`config.mk`:
```
export PLATFORM = sky130hd
export DESIGN_NAME = bcv_div
export DESIGN_NICKNAME = d
export VERILOG_FILES = /design/src/rtl/bcv_pkg.sv /design/src/rtl/bcv_div.sv
export SDC_FILE = /design/constraint.sdc
export NUM_CORES = 1
export LEC_CHECK = 0
export BUFFER_PORTS_ARGS = -buffer_cell sky130_fd_sc_hd__buf_4
export CAP_MARGIN = 15
export CORE_ASPECT_RATIO = 1.75
export CORE_MARGIN = 5
export CORE_UTILIZATION = 40
export CTS_BUF_LIST = sky130_fd_sc_hd__clkbuf_8
export DETAILED_ROUTE_END_ITERATION = 12
export PLACE_DENSITY = 0.68
export SYNTH_ARGS = -nofsm -noshare
export SYNTH_HDL_FRONTEND = slang
export SYNTH_SLANG_ARGS = --single-unit
```
`constraint.sdc`:
```
create_clock -name clk_i -period 7 [get_ports clk_i]
set_input_delay 1.4 -clock clk_i [delete_from_list [all_inputs] [get_ports clk_i]]
set_output_delay 1.4 -clock clk_i [all_outputs]
set_load 0.01 [all_outputs]
```
`src/rtl/bcv_pkg.sv`:
```
// Package: widths, codes and types of the backlash compensating velocity block.
`timescale 1ns / 1ps
`default_nettype none
package bcv_pkg;

  localparam int POS_W    = 32;
  localparam int DIFF_W   = POS_W + 1;
  localparam int VEL_W    = 48;
  localparam int ALPHA_W  = 17;
  localparam int TICK_W   = 16;
  localparam int RATE_W   = 16;
  localparam int CFG_W    = 32;
  localparam int ADDR_W   = 4;
  localparam int FRAC_W   = 16;

  localparam int MUL_A_W  = VEL_W + 1;
  localparam int MUL_B_W  = ALPHA_W;
  localparam int MUL_P_W  = 66;

  localparam int DIV_W     = 50;
  localparam int DIV_STEPS = DIV_W / 2;
  localparam int DIV_CNT_W = $clog2(DIV_STEPS);

  localparam logic [ALPHA_W-1:0] ALPHA_ONE  = ALPHA_W'(65536);
  localparam logic [MUL_P_W-1:0] ROUND_HALF = MUL_P_W'(32768);

  localparam logic signed [VEL_W-1:0] VEL_MAX = {1'b0, {(VEL_W-1){1'b1}}};
  localparam logic signed [VEL_W-1:0] VEL_MIN = {1'b1, {(VEL_W-1){1'b0}}};

  typedef enum logic [2:0] {
    MODE_UNKNOWN   = 3'd0,
    MODE_BACK_OK   = 3'd1,
    MODE_FWD_OK    = 3'd2,
    MODE_BACK_SLOP = 3'd3,
    MODE_FWD_SLOP  = 3'd4
  } mode_e;

  typedef enum logic [1:0] {
    REG_BLEND_ALPHA = 2'd0,
    REG_SLOP_TICKS  = 2'd1,
    REG_SAMPLE_RATE = 2'd2
  } reg_idx_e;

  typedef struct packed {
    logic                      en;
    logic signed [MUL_A_W-1:0] a;
    logic [MUL_B_W-1:0]        b;
  } mul_req_t;

  typedef struct packed {
    logic                    start;
    logic signed [DIV_W-1:0] dividend;
    logic [TICK_W-1:0]       divisor;
  } div_req_t;

endpackage
`default_nettype wire

```
`src/rtl/bcv_div.sv`:
```
// Signed-by-unsigned restoring divider, two quotient bits per cycle, truncating.
`timescale 1ns / 1ps
`default_nettype none
module bcv_div import bcv_pkg::*; (
  input  wire logic                    clk_i,
  input  wire logic                    rst_ni,
  input  wire div_req_t                req_i,
  output logic                         done_o,
  output logic signed [DIFF_W-1:0]     quotient_o
);

  logic                 busy_q;
  logic                 done_q;
  logic [DIV_CNT_W-1:0] step_q;
  logic                 neg_q;
  logic [TICK_W-1:0]    rem_q;
  logic [DIV_W-1:0]     shf_q;
  logic [TICK_W-1:0]    dsr_q;

  logic [DIV_W-1:0]     mag;
  logic [TICK_W:0]      r1, r2, rm1, rm2;
  logic                 ge1, ge2;
  logic [DIV_W-1:0]     sh1, sh2;
  logic [DIFF_W-1:0]    q_mag;

  assign mag = req_i.dividend[DIV_W-1] ? (~req_i.dividend + DIV_W'(1)) : req_i.dividend;

  always_comb begin
    r1  = {rem_q, shf_q[DIV_W-1]};
    ge1 = (r1 >= {1'b0, dsr_q});
    rm1 = ge1 ? (r1 - {1'b0, dsr_q}) : r1;
    sh1 = {shf_q[DIV_W-2:0], ge1};
    r2  = {rm1[TICK_W-1:0], sh1[DIV_W-1]};
    ge2 = (r2 >= {1'b0, dsr_q});
    rm2 = ge2 ? (r2 - {1'b0, dsr_q}) : r2;
    sh2 = {sh1[DIV_W-2:0], ge2};
  end

  always_ff @(posedge clk_i or negedge rst_ni) begin
    if (!rst_ni) begin
      busy_q <= 1'b0;
      done_q <= 1'b0;
      step_q <= '0;
    end else begin
      done_q <= 1'b0;
      if (req_i.start) begin
        busy_q <= 1'b1;
        step_q <= DIV_CNT_W'(DIV_STEPS - 1);
      end else if (busy_q) begin
        step_q <= step_q - DIV_CNT_W'(1);
        if (step_q == '0) begin
          busy_q <= 1'b0;
          done_q <= 1'b1;
        end
      end
    end
  end

  always_ff @(posedge clk_i) begin
    if (req_i.start) begin
      neg_q <= req_i.dividend[DIV_W-1];
      rem_q <= '0;
      shf_q <= mag;
      dsr_q <= req_i.divisor;
    end else if (busy_q) begin
      rem_q <= rm2[TICK_W-1:0];
      shf_q <= sh2;
    end
  end

  assign q_mag      = shf_q[DIFF_W-1:0];
  assign quotient_o = neg_q ? -$signed(q_mag) : $signed(q_mag);
  assign done_o     = done_q;

endmodule
`default_nettype wire

```
; Yosys cells after proc, flatten, opt, wreduce, memory -nomap -nowiden
; Cells that the tools add are included.
[word_totals]
register_bits = 90
latch_bits = 0
ramBits = 0
romBits = 0
inputBits = 69
output_inout_bits = 34
wordCells = 31
mem_count = 0
[classes]
n_addsub = 5
multipliers = 0
div_mod_pow = 0
magnitude_cmp = 2
n_eq_ne = 0
shift = 0
mux = 14
bitwise_logic = 1
reduce_logical = 2
[op_table]
columns = op, n
row1 = 2-to-1 mux 50 bit, 3
row2 = adder 50 x 2 -> 50 bit (second input constant), 1
row3 = inverter 50 bit, 1
row4 = >= comparator 17 x 16 -> 1 bit, 2
row5 = 2-to-1 mux 33 bit, 1
row6 = negation 33 bit, 1
row7 = 2-to-1 mux 16 bit, 2
row8 = subtractor 16 bit, 2
row9 = 2-to-1 mux 5 bit, 2
row10 = 2-to-1 mux 1 bit, 6
row11 = zero test 5 bit, 1
row12 = subtractor 5 x 1 -> 5 bit (second input constant), 1
row13 = nonzero test 2 bit, 1

; Longest topological paths before layout
[logic_depth]
ltp_word = 5
mapped_depth = 22
depth_no_buf = 18

; Worst setup path after synthesis
; Ideal clock, no wire load.
[synth_path]
path_type = reg2reg
from = register dsr_q[6]
to = register shf_q[0], data pin
setup_ns = 0.271
t_arrival_ns = 4.937
required_time_ns = 6.729
setup_slack_ns = 1.793
stages_incl_launch_ff = 22
n_path_buf = 4
period_less_slack_ns = 5.207
path_cell_list = edfxtp_1 > inv_1 > ha_1 > buf_2 > a21o_1 > or3_1 > o21ai_2 > a21oi_1 > o21ai_1 > clkbuf_1 > mux2i_1 > ha_1 > nor2b_1 > o31ai_1 > a21oi_1 > a221o_1 > o311a_1 > a311o_1 > clkbuf_1 > buf_2 > nor2_1 > a21oi_1
[synth_between]
elab_chain_cells = 5
elab_cells_between_ends = 6
classes_between = 1 x add/sub / 2 x order compare / 3 x mux
[synth_rtl]
columns = item, line
row1 = start: declaration, bcv_div.sv:18  ; logic [TICK_W-1:0] dsr_q;
row2 = start signal: assignment, bcv_div.sv:64  ; dsr_q <= req_i.divisor;
row3 = subtractor 16 bit or >= comparator 17 x 16 -> 1 bit (tied branches), "bcv_div.sv:31, bcv_div.sv:30"
row4 = 2-to-1 mux 16 bit, bcv_div.sv:31  ; rm1 = ge1 ? (r1 - {1'b0, dsr_q}) : r1;
row5 = >= comparator 17 x 16 -> 1 bit (*), bcv_div.sv:34  ; ge2 = (r2 >= {1'b0, dsr_q});
row6 = 2-to-1 mux 50 bit (*), bcv_div.sv:65  ; end else if (busy_q) begin
row7 = 2-to-1 mux 50 bit (*), bcv_div.sv:60  ; if (req_i.start) begin
row8 = end signal: assignment, bcv_div.sv:63  ; shf_q <= mag;
row9 = end: declaration, bcv_div.sv:17  ; logic [DIV_W-1:0] shf_q;
; Every way passes the cells marked *; elsewhere a longest branch is shown, timed or not. The select of a mux whose other input is x is not followed.
; A chain may end at the register's enable or synchronous reset.

; Worst setup path after layout
[layout_path]
from = register dsr_q[6]
to = register rem_q[11]
[layout_between]
elab_chain_cells = 4
elab_cells_between_ends = 6
classes_between = 2 x add/sub / 2 x order compare / 2 x mux
[layout_rtl]
columns = item, line
row1 = subtractor 16 bit or >= comparator 17 x 16 -> 1 bit (tied branches), "bcv_div.sv:31, bcv_div.sv:30"
row2 = 2-to-1 mux 16 bit, bcv_div.sv:31
row3 = subtractor 16 bit or >= comparator 17 x 16 -> 1 bit (tied branches), "bcv_div.sv:35, bcv_div.sv:34"
row4 = 2-to-1 mux 16 bit (*), bcv_div.sv:35  ; rm2 = ge2 ? (r2 - {1'b0, dsr_q}) : r2;
row5 = end signal: assignment, bcv_div.sv:66  ; rem_q <= rm2[TICK_W-1:0];
row6 = end: declaration, bcv_div.sv:16  ; logic [TICK_W-1:0] rem_q;
; Every way passes the cells marked *; elsewhere a longest branch is shown, timed or not.

==> flow_summary.ini <==
[status]
status = completed

[yosys]
synth_fa_ha_area_frac = 0.0690
syn_inst = 797
synth.avg_cell_area_um2 = 8.92
synth.distinct_cells = 74
synth_edf_count = 67
ys_seq_elements = 90
synth_mux_area_frac = 0.0231
synth_xor_area_frac = 0.120
synth_top_family_by_area = compound AO/OA/AOI/OAI gates
yosysMostFrequentCell = nor2_1
synth_compound_area_frac = 0.210
yosysWarnings = 0
synth.cell_area_um2 = 7110
yosys.area_share.simple = 0.186
synth_area_leaders = edfxtp_1, ha_1, xor2_1
async_flop_share = 0.0778
synth_top_flop_cell = edfxtp_1
synth_top_cell_by_area = edfxtp_1
synth_top_area_frac = 0.283
syn_nets = 904
ys_seq_area_frac = 0.353
synthTopCellsByCount = nor2_1, edfxtp_1, a21oi_1

[clock_tree]
clock_path_buffers = 2
cts_hold_buf = 0
clock_latency_ns = 0.38
post-cts-setup-buffer-count = 0
htreeDepth = 3
cts_resized = 0
numClockSinks = 90
cts_tree = yes
cts.clk_slew.worst_paths_ns = 0.09
cts_buffers = 9
root_buffer = clkbuf_8

[timing]
drv_slew = 0
fmax_mhz = 179
hold_ws_ns = 0.507
finalSetupViolCount = 0
fin_skew_ns = 0.0102
worstMarginPinSlew_ns = 1.05
finalHoldViolations = 0
slew_headroom = 0.302
fin_ws_ns = 1.42
finalCritPeriodShare = 0.797
fin_crit_ns = 5.58
tns_ns = 0
rsz0062_at_grt = no

[power]
p_per_area_nw_per_um2 = 350
peakVddDrop_mv = 0.107
p_leak_nw = 3.30

[placement]
placed_cells = 1098
dp_hpwl_um = 14600
portBuffers = 102
gp_congestion = 0.898
place_ws_ns = 1.50

[global_route]
grt_use_total = 0.185
antenna_found_initial = 0
grt_pass1_vias = 6332
grt_pass1_wl_um = 31400
grt-ovfl-total = 0
grt_max_degree = 107

[route]
wirelength_um = 19300
wire_per_inst_um = 17.3
via_per_inst = 5.57
first_pass_iters = 4
ant_nets = 0
drc = 0
drt_iter0_drc = 151
vias = 6200

[hold_path]
worst_hold_startpoint = rem_q[3]$_SDFFE_PP0P_
min-delay-path-class = register to register
whs_path_depth = 2
holdPathEnd = rem_q[3]$_SDFFE_PP0P_

[worst_setup_path]
ff2ff_setup_slack_ns = 1.42
r2r_end = rem_q[11]$_SDFFE_PP0P_
rr_worst_depth = 19
cp-end-kind = register
cp-start-kind = register
timing.rr.start = dsr_q[6]$_DFFE_PP_
arrival_ns = 5.85
path_class = register to register
critPathMaxFanout = 9
worstPathRequired_ns = 7.27

[floorplan]
die_y_um = 186
dieArea_um2 = 20600
die_x_um = 111
start_util = 0.407
core_area_um2 = 17500
rows = 64
io_pins = 103

[job]
max_cap_violations = 0

[finish]
syn2layout_area_growth_pct = 16.5
antenna_cells = 0
final_cell_count_no_fill = 1114
fin_nets = 985
drive_gt1_frac = 0.176
[power by group]
part | internal (W) | total (W) | leakage (nW) | switching (W)
clock network | 0.000205 | 0.000414 | 0.110 | 0.000209
logic | 0.000748 | 0.00171 | 2.30 | 0.000961
registers | 0.000683 | 0.000770 | 0.889 | 0.0000877
total | 0.00164 | 0.00289 | 3.30 | 0.00126
[cell families (layout without fill, tap and decap cells)]
group                      after synthesis  count (layout)
xor gates and xnor gates                97              97
adders and majority gates               38              38
buffers and inverters                   72             158
and+or+nand+nor                        259             259
DFF                                     90              90
AOI/OAI and AO/OA                      226             226
muxes                                   15              15
[through the flow]
step                      cell area, um2   util  total power, W
after global placement              8050  0.461         0.00246
final                               8280  0.474         0.00289
after CTS                           8280  0.474         0.00290
after global routing                8280  0.474         0.00312
after floorplan                     7110      -         0.00201
after detailed placement            8050  0.461         0.00248
[cell usage in the layout (no fill, tap or decap), drive strengths merged, types with 14 or more instances in the layout]
cell / synthesis / routed
xnor2: 48 / 48
a311oi: 14 / 14
buf: 11 / 108
nand2: 59 / 59
o31ai: 24 / 24
or4: 14 / 14
edfxtp: 67 / 67
dfxtp: 16 / 16
nor2: 90 / 90
ha: 36 / 36
inv: 34 / 37
o21ai: 54 / 54
nand2b: 20 / 20
or3: 15 / 15
a21oi: 66 / 66
xor2: 49 / 49
[critical path, cell delays in order (launching register included)]
cell and delay (ns):
edfxtp_1 0.38, inv_1 0.09, ha_1 0.30, a21o_1 0.22
or3_1 0.32, o21ai_2 0.20, a21oi_1 0.11, o21ai_1 0.18
buf_4 0.20, mux2i_1 0.34, ha_1 0.30, nor2b_1 0.15
o31ai_1 0.38, a21oi_1 0.19, a221o_1 0.45, o311a_1 0.39
a311oi_2 0.64, buf_4 0.29, nand2_1 0.07, a311oi_1 0.28
[routing by layer]
layer	wire length [um]	track usage	up-vias
met5	0	0	-
met1	7380	0.192	2942
met3	631	0.0292	39
li1	-	-	3100
met2	10600	0.357	119
met4	635	0.0835	0
[area by class of cell]
type | instances | area (um2)
inverter | 34 | 128
fill | 1754 | 9180
clock inverter | 7 | 100
multi-input combinational | 635 | 4320
timing repair buffer | 108 | 811
sequential | 90 | 2510
clock buffer | 9 | 124
tap | 231 | 289
[state kept, by name, summed over array words and instances (netlist names)]
signal	cells
step_q	5
rem_q	16
shf_q	50
done_o	1
busy_q	1
neg_q	1
dsr_q	16
[how the worst max path moves through the flow]
stage                            start                      to  slack (ns)  cells past startpoint
CTS                 dsr_q[6]$_DFFE_PP_  rem_q[11]$_SDFFE_PP0P_        1.43                     19
detailed placement  dsr_q[6]$_DFFE_PP_  rem_q[12]$_SDFFE_PP0P_        1.50                     19
finish              dsr_q[6]$_DFFE_PP_  rem_q[11]$_SDFFE_PP0P_        1.42                     19
global placement    dsr_q[6]$_DFFE_PP_  rem_q[13]$_SDFFE_PP0P_        1.65                     19
global route        dsr_q[6]$_DFFE_PP_  rem_q[12]$_SDFFE_PP0P_        1.03                     19
floorplan           dsr_q[6]$_DFFE_PP_      shf_q[0]$_DFFE_PP_        1.79                     21
(Power assumes the default switching activity.)
